$ cat src/rtl/vmu_fifo.sv
// Small flop-based queue used between front and back and at the result side.
// Depends on nothing; depth must be a power of two of at least two.
module vmu_fifo #(
   parameter int Width = 8,
   parameter int Depth = 2
) (
   input  logic             clock,
   input  logic             reset,
   input  logic             push,
   input  logic [Width-1:0] wdata,
   output logic             full,
   input  logic             pop,
   output logic [Width-1:0] rdata,
   output logic             empty
);
   localparam int AW = $clog2(Depth);

   logic [Width-1:0] mem_ff [Depth];
   logic [AW-1:0]    wr_ptr_ff, wr_ptr_in;
   logic [AW-1:0]    rd_ptr_ff, rd_ptr_in;
   logic [AW:0]      count_ff, count_in;
   logic             do_push, do_pop;

   assign full    = (count_ff == (AW+1)'(Depth));
   assign empty   = (count_ff == '0);
   assign do_push = push && !full;
   assign do_pop  = pop && !empty;
   assign rdata   = mem_ff[rd_ptr_ff];

   always_comb begin
      wr_ptr_in = do_push ? wr_ptr_ff + 1'b1 : wr_ptr_ff;
      rd_ptr_in = do_pop ? rd_ptr_ff + 1'b1 : rd_ptr_ff;
      count_in  = count_ff + (AW+1)'(do_push) - (AW+1)'(do_pop);
   end

   always_ff @(posedge clock) begin
      if (reset) begin
         wr_ptr_ff <= '0;
         rd_ptr_ff <= '0;
         count_ff  <= '0;
      end else begin
         wr_ptr_ff <= wr_ptr_in;
         rd_ptr_ff <= rd_ptr_in;
         count_ff  <= count_in;
      end
   end

   always_ff @(posedge clock) begin
      if (do_push) begin
         mem_ff[wr_ptr_ff] <= wdata;
      end
   end

endmodule

$ cat config.mk
export PLATFORM = sky130hd
export DESIGN_NAME = vmu_fifo
export DESIGN_NICKNAME = d
export VERILOG_FILES = /design/src/rtl/vmu_fifo.sv
export SDC_FILE = /design/constraint.sdc
export NUM_CORES = 1
export LEC_CHECK = 0
export ABC_AREA = 1
export BUFFER_PORTS_ARGS = -buffer_cell sky130_fd_sc_hd__buf_4
export CORE_MARGIN = 2
export CORE_UTILIZATION = 50
export DETAILED_ROUTE_END_ITERATION = 10
export GPL_TIMING_DRIVEN = 0
export PLACE_DENSITY = 0.81
export SLEW_MARGIN = 15
export SYNTH_ARGS = -nofsm -noshare
export SYNTH_HDL_FRONTEND = slang
export SYNTH_SLANG_ARGS = --single-unit
$ cat constraint.sdc
create_clock -name clock -period 1.72 [get_ports clock]
set_input_delay 0.172 -clock clock [delete_from_list [all_inputs] [get_ports clock]]
set_output_delay 0.172 -clock clock [all_outputs]
set_load 0.01 [all_outputs]
==> metrics.txt, run 1 <==
Max Clk Rate=0.648 GHz; I/O Buffers=21; Final min period=1540 ps; DP HPWL=1.02 mm; layout cell share with drive strength beyond 1=40.4%; Max clock buf depth=2; Switching Share=30.3%; vias in the first global route=492; initial antenna violation count=0; routing usage on met1=13.7%; Clock power frac=15.1%; gate count after technology mapping=64; routability cong.=0.688; Clk Latency, worst-skew pair=290 ps; Crit path arrival time=1750 ps; Static Leakage=0.486 nW; library cells used by synthesis=11; M3 GR Usage=5.16%; Congestion Overflow GR=0; Reg clk slew, reported paths=110 ps; Die Y=45.7 um; I/O Pins=22; Via Count=522; post-cts hold buffer count=0; first-pass GRT wire length=1.97 mm; worst hold slack=29.7 ps; PwrDens=1380 nW/um2; final max-slew violation count=0; Remaining DRCs=0; Syn Std Cell Area=868 um2; Final setup viols=0; Std-Cell Rows=15; global routing's busiest layer=met2; Crit. Startpoint=count_ff[0]; Fin Setup TNS=0 ps; end point of the critical path=count_ff[1]; Final Skew=7.29 ps; Max IR drop VDD=1.01 mV; Initial Utilization=52.0%; met2 usage in global routing=25.9%; Num CTS Buffers=3; clock sinks=21; Worst Path Required=1920 ps; NetSw=0.449 mW; total track usage=14.7%; Reg2Reg Depth=10; vias per cell=4.92; # diodes=0; Yosys warnings=0; WL/cell=12.2 um; NumNets Final=104; initial DRC count=2; P&R area growth vs syn=23.8%; Tcrit/Tclk final=89.7%; Syn Nets=78; Total Wirelength=1.29 mm; Max Cap Violations=0; largest net degree at the start of global routing=13; synthesized flop and latch total=21; status=finished, final reports clean; Die Area=2090 um2; Die X=45.7 um; final hold viol count=0; element type at the critical path end=flop; Slew @ Worst Pin=675 ps; root buf cell=clkbuf_4; combinational group share of total power=37.9%; synthesized area per cell=13.6 um2; CP Max Fanout=4; CTS tree=built; unrepaired setup endpoints after global routing=false; r2r endpoint=count_ff[1]; Seq/Total Area, Yosys=66.9%; Post-CTS Setup Inserts=0; R2R Setup Slk=180 ps; # H-tree levels=1; Max-Slew Margin vs Limit=54.8%; internal power=1.03 mW; worst min path class=in -> reg; CP Class=reg -> reg; CP Launch Type=flop; Pre-antenna DRT Iters=2; core area=1670 um2; Util after Layout=64.3%; Seq pwr share=47.0%; Routed Antenna Nets=0; reg2reg start=count_ff[0]; number of gates resized after cts=0
-- cell type report --
| cell class | instances | area, um2 |
|---|---|---|
| Tap cell | 17 | 21.3 |
| Fill cell | 133 | 596 |
| Clock buffer | 3 | 22.5 |
| Clock inverter | 1 | 5.00 |
| Timing Repair Buffer | 21 | 158 |
| Buffer | 1 | 11.3 |
| Inverter | 10 | 37.5 |
| Sequential cell | 21 | 581 |
| Multi-Input combinational cell | 32 | 239 |
-- layer usage --
metal | routed length (um) | part of all wire, %
met1 | 507 | 39
met2 | 651 | 50
met3 | 99 | 7.7
met4 | 33 | 2.6
met5 | 0 | 0
-- critical path: stages, from the launching register on --
cell     delay [ps]
dfxtp_1         390
inv_1            70
nand2_1         120
nand2_1          90
ha_1            270
inv_1            30
ha_1            180
inv_1            50
nand2_1          60
a21oi_1         140
nor2_1           60
-- power by group through the flow --
stage / logic (mW) / clock network [mW] / registers (mW)
after CTS: 0.570 / 0.231 / 0.699
after detailed placement: 0.568 / 0 / 0.711
final: 0.562 / 0.223 / 0.697
after global placement: 0.555 / 0 / 0.702
after global routing: 0.626 / 0.253 / 0.707
after floorplan: 0.378 / 0 / 0.698
-- cell usage in the layout (no fill, tap or decap), drive strengths merged --
master | synthesis | layout
nand3 | 3 | 3
dfxtp | 5 | 5
clkbuf | 0 | 3
nor2 | 9 | 9
edfxtp | 16 | 16
ha | 2 | 2
mux2 | 8 | 8
buf | 1 | 22
inv | 10 | 10
nand2 | 8 | 8
a21oi | 2 | 2
clkinv | 0 | 1
-- state kept, by name (all words and copies together), names as in the netlist, named ones only --
name and count:
wr_ptr_ff 1, mem_ff 16, rd_ptr_ff 1, count_ff 2
-- cell usage after synthesis --
cell      instances  area, um2
a21oi_1           2       10.0
mux2_4            8        120
ha_1              2       25.0
buf_6             1       11.3
nor2_2            2       12.5
nand3_1           3       15.0
nor2_1            7       26.3
edfxtp_1         16        480
dfxtp_1           5        100
inv_1            10       37.5
nand2_1           8       30.0
-- kinds of logic after synthesis --
family / after synthesis / synth area share (%)
buffers and inverters: 11 / 5.62
DFF: 21 / 66.9
muxes: 8 / 13.8
adders and majority gates: 2 / 2.88
AOI/OAI and AO/OA: 2 / 1.15
and+or+nand+nor: 20 / 9.65
-- per-stage QoR --
step	power [mW]	instance area, um2	instances	setup WS (ps)
finish	1.48	1070	106	177
global route	1.59	1070	106	21.9
CTS	1.50	1070	106	143
detailed placement	1.28	1050	102	155
global placement	1.26	1050	102	198
floorplan	1.08	868	64	297
-- how the worst min path moves through the flow --
stage	slack, ps	from	to	cells after the start
after floorplan	240	reset	count_ff[0]	1
after global placement	340	reset	count_ff[0]	2
after detailed placement	340	reset	count_ff[0]	2
after CTS	30	reset	count_ff[0]	2
after global routing	10	reset	count_ff[0]	2
final	30	reset	count_ff[0]	2
Note: power is estimated with default switching activity, not from simulation.
==> inputs of run 2 (changes only) <==
Settings changed: ABC_AREA 1 to default, CORE_UTILIZATION 50 to 49, PLACE_DENSITY 0.81 to 0.8.
==> run 2 against run 1 <==
Core utilization grew 2.4 points. Maximum frequency decreased by 2.9%. Clock power barely moved. Critical path type unchanged. Count of clock-buffer cells in the layout is 1 higher. Non-clock buffer count stayed put. Sequential share of layout area rose by 3.3 points. Critical path depth is 3 lower. Largest power group unchanged. Via count fell by 8.2%.
==> metrics.txt, run 2 <==
status=finished, final reports clean; Reg clk slew, reported paths=110 ps; max reg flops=16; layout cell share with drive strength beyond 1=44.2%; Final setup viols=0; combinational group share of total power=35.1%; unrepaired setup endpoints after global routing=false; Slowest-stage cell, CP=dfxtp_2; core area=1520 um2; Routed Antenna Nets=0; first-pass GRT wire length=1.73 mm; WL/cell=13.1 um; Seq/Total Area, Yosys=71.6%; Total Wirelength=1.22 mm; Switching Share=29.1%; number of synthesized flops with an enable pin=16; CP Class=reg -> reg; I/O Buffers=21; # fillers=117; area leader, netlist=edfxtp_1; vias per cell=5.15; Final min period=1590 ps; Die Area=2000 um2; Final Skew=1.94 ps; most frequent cells in the layout=21 x buf_4, 16 x edfxtp_1, 5 x mux2_1; synthesized area per cell=15.6 um2; gate count after technology mapping=52; root buf cell=clkbuf_4; initial antenna violation count=0; Max Clk Rate=0.629 GHz; post-cts hold buffer count=0; total power=1.43 mW; most frequent CP cell=ha_1; commonest non-fill, non-tap cell in the layout=buf_4; Worst Path Required=1940 ps; worst min path class=in -> reg; Syn Std Cell Area=811 um2; routability cong.=0.646; final hold viol count=0; I/O Pins=22; Syn Nets=66; final max-slew violation count=0; PwrDens=1410 nW/um2; Multi-input gate area=210 um2; synthesized flop and latch total=21; vias in the first global route=440; Yosys warnings=0; internal power=1.02 mW; Congestion Overflow GR=0; CTS tree=built; clock sinks=21; register area=583 um2; Clock power frac=15.7%; Via Count=479; Synth area leaders=edfxtp_1 59%, dfxtp_1 12%, mux2_1 6.9%; Static Leakage=0.426 nW; # H-tree levels=1; asr flop ratio synth=0%; synth cell count leaders=16 x edfxtp_1, 5 x dfxtp_1, 5 x mux2_1; Die Y=44.7 um; library cells used by synthesis=21; CP Launch Type=flop; crit-path cells=o21a_2 > ha_1 > inv_1 > ha_1 > xor2_1 > and2_1 > nor3_1; P&R area growth vs syn=25.5%; Max clock buf depth=2; Num CTS Buffers=3; Std-Cell Rows=14; slowest stage delay, CP=360 ps; Inst Count DP=89; Largest Register=mem_ff; biggest regs=mem_ff: 16 flops, count_ff: 2 flops; CP Max Fanout=5; Seq pwr share=49.2%; Max-Slew Margin vs Limit=77.3%; Remaining DRCs=0; Clk Latency, worst-skew pair=290 ps; initial DRC count=6; NetSw=0.416 mW; NumNets Final=92; Fin Setup TNS=0 ps; element type at the critical path end=flop; non-filler instance count after layout=93; largest net degree at the start of global routing=12; Crit path arrival time=1810 ps; pre-CTS setup slack=157 ps; Die X=44.7 um; total track usage=12.8%; Tcrit/Tclk final=92.4%; number of gates resized after cts=0; Pre-antenna DRT Iters=4; # diodes=0; Max IR drop VDD=0.752 mV; Post-CTS Setup Inserts=0; Primary FF master, synth=edfxtp_1; Setup WS post-layout=131 ps; Initial Utilization=53.2%; DP HPWL=874 um; Yosys top cell area share=59.3%; most frequent cell after synthesis=edfxtp_1; Max Cap Violations=0; Slew @ Worst Pin=341 ps
## run 2: cell types whose count changed after synthesis, sizes merged, moves of 3 or more
cell	delta
nand3	-3
nand2	-7
nor2	-5
inv	-6
## run 2: worst paths after layout
| kind | startpoint | endpoint | slack, ps | depth (start not counted) |
|---|---|---|---|---|
| worst min register to register | wr_ptr_ff | wr_ptr_ff | 510 | 2 |
| worst max-delay path | count_ff[1] | count_ff[1] | 130 | 7 |
| worst max register to register | count_ff[1] | count_ff[1] | 130 | 7 |
| worst min-delay path | wdata[1] | mem_ff[1][1] | 60 | 1 |
## run 2: worst max-delay path, delay by kind of cell, from the launching register on
| family | cells | cell delay [ps] |
|---|---|---|
| adders and majority gates | 2 | 450 |
| AOI/OAI and AO/OA | 1 | 230 |
| and+or+nand+nor | 2 | 290 |
| buffers and inverters | 1 | 40 |
| xor gates and xnor gates | 1 | 150 |
| DFF | 1 | 360 |
## run 2: through the flow
| stage | hold WS [ps] | area, um2 | util (%) |
|---|---|---|---|
| global placement | 357 | 988 | 64.9 |
| finish | 56.4 | 1020 | 66.7 |
| CTS | 47.6 | 1010 | 66.6 |
| floorplan | 241 | 811 | - |
| global route | 34.0 | 1020 | 66.7 |
| detailed placement | 359 | 988 | 64.9 |
## run 2: power groups by stage
stage	Sequential, mW	Combinational [mW]	Clock, mW
5_1_grt	0.713	0.550	0.254
6_report	0.704	0.503	0.224
4_1_cts	0.699	0.511	0.235
3_5_place_dp	0.709	0.506	0
3_3_place_gp	0.703	0.495	0
2_1_floorplan	0.698	0.309	0
## run 2: logic make-up after synthesis
group                    synth area share [%]
AO/OA/AOI/OAI                            2.31
XOR/XNOR                                 2.16
adder cells (fa/ha/maj)                  3.09
buffers and inverters                    2.47
flip-flops                               71.6
multiplexers                             11.1
AND/OR/NAND/NOR                          7.25
## run 2: cell type report
class	instances	share of cell area, %
clock buffer	4	2.58
buffer	1	0.492
sequential	21	57.3
multi-input combinational	26	20.7
tap	16	1.97
timing repair buffer	21	15.5
inverter	4	1.48
## run 2: per-layer routing
layer	vias to the layer above	GRT usage, %	routed length, um
met4	0	5.45	11
met5	-	0	0
met3	2	4.49	74
met1	227	12.3	444
li1	235	-	-
met2	15	24.1	686
